### src/rtl/twu_pkg.sv
// twu_pkg: shared constants, types and digit helpers for the ternary weight unpacker
// no dependencies; used by the stream interfaces and the top level

package twu_pkg;

    localparam int TRITS_PER_BYTE = 5;
    localparam int COUNT_WIDTH    = 24;
    localparam int BYTE_W         = 8;
    localparam int MAX_TRITS      = 5;
    localparam int K_W            = $clog2(TRITS_PER_BYTE + 1);
    localparam int POW_W          = 10;

    localparam int PADDR_W = 2;
    localparam int PDATA_W = 32;

    localparam logic [PADDR_W-1:0] ADDR_TENSOR_TRITS = '0;

    typedef logic [K_W-1:0]          t_trit_cnt;
    typedef logic [1:0]              t_trit;
    typedef t_trit [MAX_TRITS-1:0]   t_trits;
    typedef logic signed [1:0]       t_weight;
    typedef logic [COUNT_WIDTH-1:0]  t_count;

    typedef struct packed {
        t_weight weight;
        logic    bad_digit;
        logic    last_of_byte;
        logic    last_of_tensor;
    } t_result;

    function automatic logic [POW_W-1:0] pow3(input int e);
        logic [POW_W-1:0] p;
        case (e)
            0:       p = 10'd1;
            1:       p = 10'd3;
            2:       p = 10'd9;
            3:       p = 10'd27;
            4:       p = 10'd81;
            5:       p = 10'd243;
            default: p = 10'd0;
        endcase
        return p;
    endfunction

    // base-3 digits of a byte, lowest position first; the top digit may read 3
    function automatic t_trits trit_digits(input logic [BYTE_W-1:0] b);
        logic [POW_W-1:0] r;
        logic [POW_W-1:0] p1;
        logic [POW_W-1:0] p2;
        logic [POW_W-1:0] p3;
        t_trits           d;
        r = {{(POW_W-BYTE_W){1'b0}}, b};
        d = '0;
        for (int i = MAX_TRITS - 1; i >= 0; i--) begin
            p1 = pow3(i);
            p2 = {p1[POW_W-2:0], 1'b0};
            p3 = p2 + p1;
            if (r >= p3) begin
                d[i] = 2'd3;
                r    = r - p3;
            end else if (r >= p2) begin
                d[i] = 2'd2;
                r    = r - p2;
            end else if (r >= p1) begin
                d[i] = 2'd1;
                r    = r - p1;
            end else begin
                d[i] = 2'd0;
            end
        end
        return d;
    endfunction

endpackage

### src/rtl/twu_if.sv
// twu_in_if / twu_out_if: valid/ready stream interfaces for packed bytes and weights
// depends on twu_pkg

interface twu_in_if;
    logic                         valid;
    logic                         ready;
    logic [twu_pkg::BYTE_W-1:0]   packed_byte;
    logic                         last_byte;

    modport source (output valid, output packed_byte, output last_byte, input ready);
    modport sink   (input valid, input packed_byte, input last_byte, output ready);
endinterface

interface twu_out_if;
    logic                 valid;
    logic                 ready;
    twu_pkg::t_weight     weight;
    logic                 bad_digit;
    logic                 last_of_byte;
    logic                 last_of_tensor;

    modport source (output valid, output weight, output bad_digit, output last_of_byte,
                    output last_of_tensor, input ready);
    modport sink   (input valid, input weight, input bad_digit, input last_of_byte,
                    input last_of_tensor, output ready);
endinterface

### src/rtl/ternary_weight_unpacker_unit.sv
// ternary_weight_unpacker_unit: base-3 byte unpacker, up to five weights per byte
// depends on twu_pkg and the stream interfaces in twu_if.sv
// path: a byte passes from the input register through the unpack register to the output register
// throughput: one weight per cycle on the output while the receiver is ready; a byte yielding k weights
// holds the unpack register until its last weight moves on, a byte yielding none is dropped without loading it
// reset: synchronous, active low; clears all valids, the weight count and tensor_trits

module ternary_weight_unpacker_unit (
    input  logic                          i_clk,
    input  logic                          i_rst_n,
    twu_in_if.sink                        i_in,
    twu_out_if.source                     o_out,
    input  logic                          psel,
    input  logic                          penable,
    input  logic                          pwrite,
    input  logic [twu_pkg::PADDR_W-1:0]   paddr,
    input  logic [twu_pkg::PDATA_W-1:0]   pwdata,
    output logic [twu_pkg::PDATA_W-1:0]   prdata,
    output logic                          pready
);
    import twu_pkg::*;

    // configuration
    t_count r_tensor_trits;

    // input register
    logic              r_in_valid;
    logic [BYTE_W-1:0] r_in_byte;
    logic              r_in_last;

    // unpack register
    logic      r_w_valid;
    t_trits    r_w_digits;
    t_trit_cnt r_w_pos;
    logic      r_w_first;
    logic      r_w_bad_lead;
    logic      r_w_tensor_end;

    // output register
    logic    r_o_valid;
    t_result r_o_data;

    t_count r_count;

    logic      active;
    t_count    owed;
    t_trit_cnt k;
    logic      ends_tensor;
    logic      a_take;
    logic      w_load;
    logic      w_fire;
    logic      w_done;
    logic      w_free;
    logic      out_free;
    t_trit     cur_digit;
    logic      cur_bad;
    t_result   n_o_data;
    t_count    n_count;

    // apb
    assign pready = 1'b1;
    always_comb begin
        prdata = '0;
        if (paddr == ADDR_TENSOR_TRITS) begin
            prdata = PDATA_W'(r_tensor_trits);
        end
    end

    always_ff @(posedge i_clk) begin
        if (!i_rst_n) begin
            r_tensor_trits <= '0;
        end else if (psel && penable && pwrite && paddr == ADDR_TENSOR_TRITS) begin
            r_tensor_trits <= pwdata[COUNT_WIDTH-1:0];
        end
    end

    // weights owed for the byte in the input register
    always_comb begin
        active      = r_count < r_tensor_trits;
        owed        = r_tensor_trits - r_count;
        ends_tensor = owed <= COUNT_WIDTH'(TRITS_PER_BYTE);
        if (!active) begin
            k = '0;
        end else if (ends_tensor) begin
            k = owed[K_W-1:0];
        end else begin
            k = K_W'(TRITS_PER_BYTE);
        end
    end

    assign out_free = !r_o_valid || o_out.ready;
    assign w_fire   = r_w_valid && out_free;
    assign w_done   = w_fire && (r_w_pos == '0);
    assign w_free   = !r_w_valid || w_done;
    assign a_take   = r_in_valid && ((k == '0) || w_free);
    assign w_load   = a_take && (k != '0);

    assign i_in.ready = !r_in_valid || a_take;

    always_comb begin
        if (r_in_last) begin
            n_count = '0;
        end else begin
            n_count = r_count + COUNT_WIDTH'(k);
        end
    end

    always_ff @(posedge i_clk) begin
        if (!i_rst_n) begin
            r_in_valid <= 1'b0;
            r_count    <= '0;
        end else begin
            if (i_in.valid && i_in.ready) begin
                r_in_valid <= 1'b1;
            end else if (a_take) begin
                r_in_valid <= 1'b0;
            end
            if (a_take) begin
                r_count <= n_count;
            end
        end
    end

    always_ff @(posedge i_clk) begin
        if (i_in.valid && i_in.ready) begin
            r_in_byte <= i_in.packed_byte;
            r_in_last <= i_in.last_byte;
        end
    end

    // unpack register: one digit per cycle while the output register is free, most significant first
    always_ff @(posedge i_clk) begin
        if (!i_rst_n) begin
            r_w_valid <= 1'b0;
        end else if (w_load) begin
            r_w_valid <= 1'b1;
        end else if (w_done) begin
            r_w_valid <= 1'b0;
        end
    end

    always_ff @(posedge i_clk) begin
        if (w_load) begin
            r_w_digits     <= trit_digits(r_in_byte);
            r_w_pos        <= k - t_trit_cnt'(1);
            r_w_first      <= 1'b1;
            r_w_bad_lead   <= {{(POW_W-BYTE_W){1'b0}}, r_in_byte} >= pow3(int'(k));
            r_w_tensor_end <= ends_tensor;
        end else if (w_fire) begin
            r_w_pos   <= r_w_pos - t_trit_cnt'(1);
            r_w_first <= 1'b0;
        end
    end

    always_comb begin
        cur_digit = r_w_digits[r_w_pos];
        cur_bad   = r_w_first && r_w_bad_lead;
        n_o_data.bad_digit      = cur_bad;
        n_o_data.weight         = cur_bad ? t_weight'(2'd0) : t_weight'(cur_digit + 2'd3);
        n_o_data.last_of_byte   = r_w_pos == '0;
        n_o_data.last_of_tensor = (r_w_pos == '0) && r_w_tensor_end;
    end

    // output register
    always_ff @(posedge i_clk) begin
        if (!i_rst_n) begin
            r_o_valid <= 1'b0;
        end else if (w_fire) begin
            r_o_valid <= 1'b1;
        end else if (o_out.ready) begin
            r_o_valid <= 1'b0;
        end
    end

    always_ff @(posedge i_clk) begin
        if (w_fire) begin
            r_o_data <= n_o_data;
        end
    end

    assign o_out.valid          = r_o_valid;
    assign o_out.weight         = r_o_data.weight;
    assign o_out.bad_digit      = r_o_data.bad_digit;
    assign o_out.last_of_byte   = r_o_data.last_of_byte;
    assign o_out.last_of_tensor = r_o_data.last_of_tensor;

endmodule

### src/flat_wrapper.sv
// flat-port wrapper written by rule: the top's interface ports become plain ports
module ternary_weight_unpacker_unit_flat import twu_pkg::*;
  (i_clk, i_rst_n, psel, penable, pwrite, paddr, pwdata, prdata, pready, i_in_valid, i_in_packed_byte, i_in_last_byte, i_in_ready, o_out_valid, o_out_weight, o_out_bad_digit, o_out_last_of_byte, o_out_last_of_tensor, o_out_ready);
  twu_in_if i_in_i ();
  twu_out_if o_out_i ();
  input  logic i_clk;
  input  logic i_rst_n;
  input  logic psel;
  input  logic penable;
  input  logic pwrite;
  input  logic [twu_pkg::PADDR_W-1:0] paddr;
  input  logic [twu_pkg::PDATA_W-1:0] pwdata;
  output logic [twu_pkg::PDATA_W-1:0] prdata;
  output logic pready;
  input wire logic [$bits(i_in_i.valid)-1:0] i_in_valid;
  input wire logic [$bits(i_in_i.packed_byte)-1:0] i_in_packed_byte;
  input wire logic [$bits(i_in_i.last_byte)-1:0] i_in_last_byte;
  output wire logic [$bits(i_in_i.ready)-1:0] i_in_ready;
  output wire logic [$bits(o_out_i.valid)-1:0] o_out_valid;
  output wire logic [$bits(o_out_i.weight)-1:0] o_out_weight;
  output wire logic [$bits(o_out_i.bad_digit)-1:0] o_out_bad_digit;
  output wire logic [$bits(o_out_i.last_of_byte)-1:0] o_out_last_of_byte;
  output wire logic [$bits(o_out_i.last_of_tensor)-1:0] o_out_last_of_tensor;
  input wire logic [$bits(o_out_i.ready)-1:0] o_out_ready;
  assign i_in_i.valid = i_in_valid;
  assign i_in_i.packed_byte = i_in_packed_byte;
  assign i_in_i.last_byte = i_in_last_byte;
  assign i_in_ready = i_in_i.ready;
  assign o_out_valid = o_out_i.valid;
  assign o_out_weight = o_out_i.weight;
  assign o_out_bad_digit = o_out_i.bad_digit;
  assign o_out_last_of_byte = o_out_i.last_of_byte;
  assign o_out_last_of_tensor = o_out_i.last_of_tensor;
  assign o_out_i.ready = o_out_ready;
  ternary_weight_unpacker_unit u_core (.i_clk(i_clk), .i_rst_n(i_rst_n), .i_in(i_in_i), .o_out(o_out_i), .psel(psel), .penable(penable), .pwrite(pwrite), .paddr(paddr), .pwdata(pwdata), .prdata(prdata), .pready(pready));
endmodule
### config.mk
export PLATFORM = sky130hd
export DESIGN_NAME = ternary_weight_unpacker_unit_flat
export DESIGN_NICKNAME = d
export VERILOG_FILES = /design/src/rtl/twu_pkg.sv /design/src/rtl/twu_if.sv /design/src/rtl/ternary_weight_unpacker_unit.sv /design/src/flat_wrapper.sv
export SDC_FILE = /design/constraint.sdc
export NUM_CORES = 1
export LEC_CHECK = 0
export ABC_CLOCK_PERIOD_IN_PS = 14200
export BUFFER_PORTS_ARGS = -buffer_cell sky130_fd_sc_hd__buf_2
export CAP_MARGIN = 20
export CELL_PAD_IN_SITES_DETAIL_PLACEMENT = 1
export CELL_PAD_IN_SITES_GLOBAL_PLACEMENT = 1
export CORE_MARGIN = 5
export CORE_UTILIZATION = 49
export DETAILED_ROUTE_END_ITERATION = 10
export GPL_ROUTABILITY_DRIVEN = 1
export PLACE_DENSITY_LB_ADDON = 0.2
export SYNTH_ARGS = -nofsm -noshare
export SYNTH_HDL_FRONTEND = slang
export SYNTH_SLANG_ARGS = --single-unit
### constraint.sdc
create_clock -name i_clk -period 14.2 [get_ports i_clk]
set_input_delay 2.84 -clock i_clk [delete_from_list [all_inputs] [get_ports i_clk]]
set_output_delay 2.84 -clock i_clk [all_outputs]
set_load 0.1 [all_outputs]
==> results of run 1 <==
routing by layer:
layer | routed length [µm] | vias to the layer above
li1 | - | 3720
met1 | 10100 | 3773
met2 | 12500 | 92
met3 | 450 | 35
met4 | 518 | 0
met5 | 0 | -
sequential cells by signal, indices dropped and copies added (netlist names):
| signal | flops |
|---|---|
| u_core.o_out.last_of_byte | 1 |
| u_core.r_w_tensor_end | 1 |
| u_core.r_w_first | 1 |
| u_core.r_tensor_trits | 24 |
| u_core.r_in_last | 1 |
| u_core.o_out.bad_digit | 1 |
| u_core.o_out.last_of_tensor | 1 |
| u_core.r_in_valid | 1 |
| u_core.r_w_pos | 3 |
| u_core.r_in_byte | 8 |
| u_core.r_w_valid | 1 |
| u_core.o_out.valid | 1 |
| u_core.r_w_digits | 10 |
| u_core.r_count | 24 |
| u_core.o_out.weight | 2 |
| u_core.r_w_bad_lead | 1 |
cell families after synthesis:
| group | share of synthesized area (%) |
|---|---|
| DFF | 23.7 |
| xor gates and xnor gates | 3.55 |
| AOI/OAI and AO/OA | 27.5 |
| adders and majority gates | 11.0 |
| and+or+nand+nor | 24.4 |
| other | 0.0929 |
| buffers and inverters | 6.66 |
| muxes | 3.17 |
placed cells by master, fill, tap and decap left out, types with 8 or more instances in the layout:
| master | n |
|---|---|
| a31oi_1 | 9 |
| a211oi_1 | 10 |
| o211ai_1 | 11 |
| o21a_1 | 8 |
| o31ai_1 | 12 |
| inv_1 | 74 |
| dfxtp_1 | 52 |
| nor4_1 | 16 |
| ha_1 | 68 |
| a21boi_0 | 33 |
| nand2b_1 | 14 |
| nor3_1 | 29 |
| and2_1 | 32 |
| nor2_1 | 61 |
| conb_1 | 10 |
| nand4_1 | 16 |
| nand3_1 | 21 |
| a21oi_1 | 52 |
| a21o_1 | 18 |
| or2_2 | 9 |
| mux2i_1 | 13 |
| edfxtp_1 | 29 |
| buf_2 | 73 |
| nand2_1 | 107 |
| o21ai_0 | 30 |
| nor2b_1 | 11 |
| clkbuf_16 | 9 |
| xnor2_1 | 23 |
| or4_1 | 11 |
layout make-up:
cell class | instances | area [µm²] | share of cell area, %
tap | 220 | 275 | 3.11
multi-input combinational | 791 | 5670 | 64.0
inverter | 79 | 297 | 3.35
clock inverter | 7 | 78.8 | 0.890
timing repair buffer | 78 | 403 | 4.55
sequential | 81 | 1910 | 21.6
clock buffer | 9 | 225 | 2.54
metrics by stage:
stage	instance area (µm²)	instances	utilization, %	total power [mW]	hold WS, ns
floorplan	8110	996	-	0.797	0.415
global placement	8550	1248	52.1	0.916	0.427
detailed placement	8550	1249	52.1	0.936	0.454
CTS	8860	1265	54.0	1.18	0.468
global route	8860	1265	54.0	1.27	0.494
finish	8860	1265	54.0	1.18	0.462
final timing paths:
kind | startpoint | end | slack (ns) | depth (start not counted)
worst max register to register | u_core.r_in_byte[1]$_DFFE_PP_ | u_core.r_w_digits[0]$_SDFFCE_PP1P_ | 5.08 | 29
worst max-delay path | u_core.r_in_byte[1]$_DFFE_PP_ | u_core.r_w_digits[0]$_SDFFCE_PP1P_ | 5.08 | 29
worst min-delay path | u_core.r_w_first$_SDFFE_PP1P_ | u_core.r_w_first$_SDFFE_PP1P_ | 0.46 | 2
worst min register to register | u_core.r_w_first$_SDFFE_PP1P_ | u_core.r_w_first$_SDFFE_PP1P_ | 0.46 | 2
where the power goes:
group,internal (mW),switching (mW)
combinational,0.248,0.418
clock,0.138,0.104
sequential,0.260,0.0136
total,0.647,0.535
worst register-to-register path, delay by kind of cell, from the launching register on:
kind	cells	cell delay, ns
fa+ha+maj	4	1.06
simple gates	8	2.71
compound gates	12	3.51
xor+xnor	1	0.38
buf+inv	4	0.52
flops	1	0.67
==> results.json, run 1 <==
{
  "status": "finished clean",
  "post-route-period-util_pct": 64.2,
  "die_y_um": 138,
  "grt_util_met1_pct": 28.8,
  "final_antenna_net_count": 0,
  "grt_overflow": 0,
  "pwr_density_cell_nw_per_um2": 133,
  "io_pins": 90,
  "cts.path.max_buffers": 2,
  "worstSetupStartpointType": "flip-flop",
  "drive_gt1_share_pct": 15.8,
  "crit_family": "compound AO/OA/AOI/OAI gates",
  "grt_use_total_pct": 24.2,
  "synthFlopType": "dfxtp_1",
  "grt_use_met2_pct": 45.5,
  "top_usage_layer": "met2",
  "final.setup.tns_ns": 0,
  "synth_cell_types": 113,
  "dr.pass1.iters": 4,
  "root_buffer": "clkbuf_16",
  "p_leak_nw": 3.54,
  "start_util_pct": 49.3,
  "relSlewSlack_pct": 33.1,
  "critical_path.max_fanout": 12,
  "io_buffer_count": 72,
  "yosysSeqAreaShare_pct": 23.7,
  "worstPathArrival_ns": 9.22,
  "fillers": 2039,
  "worstSkewPairLatency_ns": 0.35,
  "fmax_mhz": 110,
  "row_count": 47,
  "dp_hpwl_um": 18600,
  "synthTopCellsByArea": "dfxtp_1 13%, edfxtp_1 11%, ha_1 11%",
  "cts_tree": "yes",
  "post_cts_resized": 0,
  "path_class": "reg -> reg",
  "pre_cts_slack_ns": 5.09,
  "avgSynthCellArea_um2": 8.18,
  "final_nets": 1160,
  "yosysTopAreaCellShare_pct": 12.9,
  "crit_required_ns": 14.30,
  "antenna_found_initial": 0,
  "cts_setup_buffers": 0,
  "cts_inserted_buffers": 9,
  "die_area_um2": 19200,
  "grt_pass1_vias": 7888,
  "maxCapViolCount": 0,
  "rsz0062_at_grt": "no",
  "endpoint_kind": "flip-flop",
  "critPathMaxStageDelay_ns": 0.67,
  "slowest_stage": "edfxtp_1",
  "drv_slew": 0,
  "synthCells": 988,
  "yosys.cell_count.top_type": "nand2_1",
  "finClkSkew_ns": 0.00764,
  "coreArea_um2": 16400,
  "drc": 0,
  "cts-htree-levels": 3,
  "drt_wl_total_um": 23600,
  "avgViaCountPerCell": 6.02,
  "yosysTopAreaCell": "dfxtp_1",
  "crit_top_cell": "ha_1",
  "ir_drop_v": 0.0000802,
  "synth-edff-count": 29,
  "drtIter0Drc": 409,
  "cts.sinks": 81,
  "vias": 7620,
  "finalSetupViolCount": 0,
  "diodes": 0,
  "fin_crit_ns": 9.12,
  "worst_slack_ns": 5.08,
  "hold_path.class": "reg -> reg",
  "cts_hold_buf": 0,
  "die_w_um": 138,
  "cp_num_buf_inv": 4,
  "syn_area_um2": 8080,
  "syn2layout_area_growth_pct": 9.60,
  "async_flop_share_pct": 0,
  "clk_pin_slew_ns": 0.07,
  "gp_congestion": 0.911,
  "grt_pass1_wl_um": 39400,
  "ys_warn_count": 0,
  "gr-usage-met3_pct": 2.28,
  "grt_max_degree": 30,
  "wl_per_cell_um": 18.7,
  "hold_violations": 0,
  "worst_pin_slew_ns": 1.00,
  "synthTopCellsByCount": "107 x nand2_1, 74 x inv_1, 68 x ha_1, 61 x nor2_1",
  "ys_seq_elements": 81
}
Power figures use the tool's default switching activity.
==> inputs of run 2 (changes only) <==
--- a/config.mk
+++ b/config.mk
@@ -5,13 +5,13 @@
 export SDC_FILE = /design/constraint.sdc
 export NUM_CORES = 1
 export LEC_CHECK = 0
-export ABC_CLOCK_PERIOD_IN_PS = 14200
+export ABC_CLOCK_PERIOD_IN_PS = 7500
 export BUFFER_PORTS_ARGS = -buffer_cell sky130_fd_sc_hd__buf_2
 export CAP_MARGIN = 20
 export CELL_PAD_IN_SITES_DETAIL_PLACEMENT = 1
 export CELL_PAD_IN_SITES_GLOBAL_PLACEMENT = 1
 export CORE_MARGIN = 5
-export CORE_UTILIZATION = 49
+export CORE_UTILIZATION = 41
 export DETAILED_ROUTE_END_ITERATION = 10
 export GPL_ROUTABILITY_DRIVEN = 1
 export PLACE_DENSITY_LB_ADDON = 0.2
==> constraint.sdc (replaced) <==
create_clock -name i_clk -period 7.5 [get_ports i_clk]
set_input_delay 1.5 -clock i_clk [delete_from_list [all_inputs] [get_ports i_clk]]
set_output_delay 1.5 -clock i_clk [all_outputs]
set_load 0.1 [all_outputs]
==> results.json, run 2 (synthesis gave the netlist of run 1 again) <==
{
  "status": "finished clean",
  "dpl_cell_area_um2": 9010,
  "cts_tree": "yes",
  "fin_area_um2": 9370,
  "grt_pass1_vias": 7885,
  "drc": 0,
  "drv_slew": 0,
  "intPower_mw": 1.32,
  "maxCapViolCount": 0,
  "cts.sinks": 81,
  "fillers": 2408,
  "io_pins": 90,
  "cts-htree-levels": 3,
  "final_nets": 1213,
  "slowest_stage": "or4b_4",
  "layout_common_cells": "107 x nand2_1, 74 x inv_1, 72 x buf_2",
  "start_util_pct": 41.5,
  "rr_endpoint": "u_core.r_w_digits[0]$_SDFFCE_PP1P_",
  "hold_path.class": "reg -> reg",
  "io_buffer_count": 72,
  "p_leak_nw": 3.81,
  "antenna_found_initial": 0,
  "power_mw": 2.35,
  "die_y_um": 150,
  "min-delay-start": "u_core.r_w_first$_SDFFE_PP1P_",
  "drive_gt1_share_pct": 20.7,
  "worst_pin_slew_ns": 0.957,
  "finClkSkew_ns": 0.00926,
  "grt_use_total_pct": 22.1,
  "cts_setup_buffers": 0,
  "crit_required_ns": 7.59,
  "coreArea_um2": 19500,
  "avgViaCountPerCell": 5.67,
  "dp_hpwl_um": 19600,
  "pwr_density_cell_nw_per_um2": 251,
  "hold_violations": 0,
  "timing.reg2reg.worst_path_depth": 28,
  "fmax_mhz": 139,
  "final_common_cell": "nand2_1",
  "reg.largest.list": "u_core.r_count: 24 flops, u_core.r_tensor_trits: 24 flops, u_core.r_w_digits: 10 flops",
  "power_frac_clock_pct": 19.0,
  "critPathMaxStageDelay_ns": 0.58,
  "worstPathArrival_ns": 7.26,
  "p_comb_share_pct": 59.2,
  "fin_crit_ns": 7.17,
  "cts_inserted_buffers": 9,
  "die_area_um2": 22600,
  "path_class": "reg -> reg",
  "cts_hold_buf": 0,
  "wl_per_cell_um": 18.1,
  "cts.path.max_buffers": 2,
  "gp_congestion": 0.884,
  "final_antenna_net_count": 0,
  "critical_path.max_fanout": 6,
  "post-route-period-util_pct": 95.6,
  "power_frac_seq_pct": 21.8,
  "endpoint_kind": "flip-flop",
  "ir_drop_v": 0.000155,
  "drt_wl_total_um": 24700,
  "root_buffer": "clkbuf_16",
  "diodes": 0,
  "clk_pin_slew_ns": 0.06,
  "crit_top_cell": "ha_1",
  "grt_overflow": 0,
  "r2r_setup_slack_ns": 0.33,
  "worstSetupStartpointType": "flip-flop",
  "hold_end": "u_core.r_w_first$_SDFFE_PP1P_",
  "final.setup.tns_ns": 0,
  "drtIter0Drc": 362,
  "power.switching_mw": 1.03,
  "row_count": 51,
  "hold_ws_ns": 0.458,
  "grt_pass1_wl_um": 40600,
  "relSlewSlack_pct": 36.2,
  "vias": 7726,
  "seq_area_um2": 1910,
  "dr.pass1.iters": 4,
  "grt_max_degree": 30,
  "syn2layout_area_growth_pct": 15.9,
  "worstSkewPairLatency_ns": 0.34,
  "multi_input_comb_area_um2": 5730,
  "final_core_util_pct": 48.1,
  "finalSetupViolCount": 0,
  "switching_share_pct": 44.0,
  "hold_depth": 2,
  "die_w_um": 150,
  "r2r_start": "u_core.r_in_byte[0]$_DFFE_PP_"
}
run 2: cell types whose count changed in the layout (fill, tap and decap cells not counted), sizes merged:
| cell | before | now |
|---|---|---|
| clkinvlp | 3 | 2 |
| clkbuf | 9 | 10 |
| buf | 78 | 131 |
| clkinv | 1 | 3 |
| inv | 81 | 79 |
run 2: timing repair:
| item | in CTS | in global routing |
|---|---|---|
| resized for setup | 0 | 13 |
| endpoints found under the setup margin | 0 | 3 |
| endpoints found under the hold margin | 0 | 0 |
run 2: metal layers:
| layer | up-vias | share of wire [%] | track usage, % |
|---|---|---|---|
| met3 | 23 | 1.9 | 1.90 |
| met1 | 3794 | 46 | 28.3 |
| met5 | - | 0 | 0 |
| met4 | 0 | 1.4 | 5.08 |
| li1 | 3818 | - | - |
| met2 | 91 | 51 | 40.3 |
run 2: area by class of cell:
cell class,instances,area share (%)
repair buffers,131,8.58
clock buffers,10,2.44
flip-flops and latches,81,20.4
multi-input cells,791,61.2
well taps,265,3.54
clock inverters,6,0.641
inverters,79,3.17
run 2: worst max-delay path, delay by kind of cell, from the launching register on:
kind,cells,cell delay (ns)
adders and majority gates,4,0.97
AOI/OAI and AO/OA,12,2.70
and+or+nand+nor,9,2.54
buffers and inverters,3,0.27
DFF,1,0.43
run 2: how the worst max path moves through the flow:
stage,startpoint,endpoint,slack [ns],cells past startpoint
final,u_core.r_in_byte[0]$_DFFE_PP_,u_core.r_w_digits[0]$_SDFFCE_PP1P_,0.33,28
after global routing,u_core.r_in_byte[1]$_DFFE_PP_,u_core.r_w_digits[0]$_SDFFCE_PP1P_,-0.03,28
after detailed placement,u_core.r_in_byte[1]$_DFFE_PP_,u_core.r_w_digits[0]$_SDFFCE_PP1P_,0.06,29
after global placement,u_core.r_in_byte[1]$_DFFE_PP_,u_core.r_w_digits[0]$_SDFFCE_PP1P_,0.25,27
after CTS,u_core.r_in_byte[0]$_DFFE_PP_,u_core.r_w_digits[0]$_SDFFCE_PP1P_,0.05,28
after floorplan,u_core.r_in_byte[1]$_DFFE_PP_,u_core.r_w_digits[0]$_SDFFCE_PP1P_,0.09,31
run 2: metrics by stage:
stage | instances | worst slack [ns]
floorplan | 996 | 0.0947
global placement | 1347 | 0.249
detailed placement | 1347 | 0.0585
CTS | 1363 | 0.0467
global route | 1363 | -0.0264
finish | 1363 | 0.330
run 2: power by group through the flow:
stage	Clock [mW]	Combinational, mW	Sequential (mW)
detailed placement	0	1.36	0.523
CTS	0.457	1.37	0.513
floorplan	0	0.966	0.544
global route	0.476	1.54	0.516
finish	0.447	1.39	0.512
global placement	0	1.34	0.521
==> inputs of run 3 (changes only) <==
==> constraint.sdc (replaced) <==
create_clock -name i_clk -period 7.5 [get_ports i_clk]
set_input_delay 1.125 -clock i_clk [delete_from_list [all_inputs] [get_ports i_clk]]
set_output_delay 1.125 -clock i_clk [all_outputs]
set_load 0.1 [all_outputs]
==> results.json, run 3 (synthesis gave the netlist of run 1 again) <==
{
  "fmax_mhz": 140,
  "wl_per_cell_um": 18.1,
  "relSlewSlack_pct": 34.9,
  "min-delay-start": "u_core.r_w_first$_SDFFE_PP1P_",
  "grt_pass1_wl_um": 39700,
  "crit_top_cell": "ha_1",
  "seq_area_um2": 1910,
  "rsz0062_at_grt": "no",
  "drt_wl_total_um": 24600,
  "worstPathArrival_ns": 7.22,
  "layout_common_cells": "107 x nand2_1, 74 x inv_1, 72 x buf_2",
  "dr.pass1.iters": 5,
  "fin_area_um2": 9370,
  "endpoint_kind": "flip-flop",
  "finClkSkew_ns": 0.00876,
  "start_util_pct": 41.5,
  "cp_num_buf_inv": 3,
  "p_leak_nw": 3.80,
  "grt_overflow": 0,
  "clk_pin_slew_ns": 0.06,
  "ir_drop_v": 0.000154,
  "antenna_found_initial": 0,
  "slowest_stage": "or4b_4",
  "pwr_density_cell_nw_per_um2": 256,
  "syn2layout_area_growth_pct": 16.0,
  "grt_use_total_pct": 21.6,
  "final_nets": 1208,
  "fillers": 2386,
  "multi_input_comb_area_um2": 5730,
  "crit_path_start": "u_core.r_in_byte[1]$_DFFE_PP_",
  "finalSetupViolCount": 0,
  "diodes": 0,
  "cts_tree": "yes",
  "path_class": "reg -> reg",
  "cts_hold_buf": 0,
  "crit_required_ns": 7.58,
  "maxCapViolCount": 0,
  "reg.largest.list": "u_core.r_count: 24 flops, u_core.r_tensor_trits: 24 flops, u_core.r_w_digits: 10 flops",
  "coreArea_um2": 19500,
  "post-route-period-util_pct": 95.3,
  "io_buffer_count": 72,
  "hold_path.class": "reg -> reg",
  "critPathMaxStageDelay_ns": 0.51,
  "worstSetupStartpointType": "flip-flop",
  "drv_slew": 0,
  "crit_family": "compound AO/OA/AOI/OAI gates",
  "dpl_cell_area_um2": 8980,
  "die_w_um": 150,
  "critical_path.max_fanout": 9,
  "status": "finished clean",
  "avgViaCountPerCell": 5.66,
  "cts.path.max_buffers": 2,
  "worstSkewPairLatency_ns": 0.34,
  "io_pins": 90,
  "cts.sinks": 81,
  "die_y_um": 150,
  "hold_violations": 0,
  "gp_congestion": 0.902,
  "grt_max_degree": 30,
  "r2r_start": "u_core.r_in_byte[1]$_DFFE_PP_",
  "drtIter0Drc": 343,
  "drc": 0,
  "fin_crit_ns": 7.15,
  "die_area_um2": 22600,
  "final_common_cell": "nand2_1",
  "grt_pass1_vias": 7810,
  "row_count": 51,
  "root_buffer": "clkbuf_16",
  "vias": 7688,
  "worst_pin_slew_ns": 0.977,
  "cts-htree-levels": 3,
  "final_antenna_net_count": 0,
  "hold_ws_ns": 0.452,
  "dp_hpwl_um": 19700,
  "cts_inserted_buffers": 9,
  "drive_gt1_share_pct": 20.7
}
run 3: worst paths after layout:
path / end / slack (ns) / cells past startpoint
setup / recovery: u_core.r_w_digits[0]$_SDFFCE_PP1P_ / 0.35 / 28
hold / removal: u_core.r_w_first$_SDFFE_PP1P_ / 0.45 / 2
setup reg to reg: u_core.r_w_digits[0]$_SDFFCE_PP1P_ / 0.35 / 28
hold reg to reg: u_core.r_w_first$_SDFFE_PP1P_ / 0.45 / 2
run 3: area by class of cell:
| cell class | count | share of cell area [%] |
|---|---|---|
| multi-input combinational | 791 | 61.2 |
| sequential | 81 | 20.4 |
| timing repair buffer | 126 | 8.17 |
| tap | 265 | 3.54 |
| inverter | 79 | 3.16 |
| clock buffer | 12 | 2.75 |
| clock inverter | 4 | 0.814 |
run 3: worst reg2reg max path, delay by kind of cell (launching register included):
family	cells	cell delay [ns]
and+or+nand+nor	9	2.55
AOI/OAI and AO/OA	12	2.68
adders and majority gates	4	0.96
DFF	1	0.39
buffers and inverters	3	0.34
run 3: stage by stage:
stage / total power [mW] / cells / util (%) / TNS, ns / setup WS (ns)
floorplan: 1.51 / 996 / - / 0 / 0.0947
global placement: 1.85 / 1342 / 46.1 / 0 / 0.199
detailed placement: 1.89 / 1342 / 46.1 / -0.0425 / -0.0425
CTS: 2.40 / 1358 / 47.9 / 0 / 0.0596
global route: 2.57 / 1358 / 48.2 / 0 / 0.00847
finish: 2.40 / 1358 / 48.2 / 0 / 0.351
run 3: what timing repair did:
item                                    CTS  global route
resized for setup                         1            14
endpoints found under the setup margin    1             3
hold endpoints to repair                  0             0
setup buffers                             0             0
run 3: layer usage:
metal	GRT usage [%]	part of all wire, %	vias up
met1	27.5	45	3750
met4	5.58	1.6	0
met5	0	0	-
li1	-	-	3802
met3	1.84	2.4	26
met2	39.1	51	110
run 3: where the power goes:
| part | internal, mW | switching (mW) | leakage, nW | total, mW |
|---|---|---|---|---|
| registers | 0.493 | 0.0196 | 0.681 | 0.513 |
| clock network | 0.313 | 0.182 | 0.158 | 0.495 |
| logic | 0.563 | 0.828 | 2.96 | 1.39 |
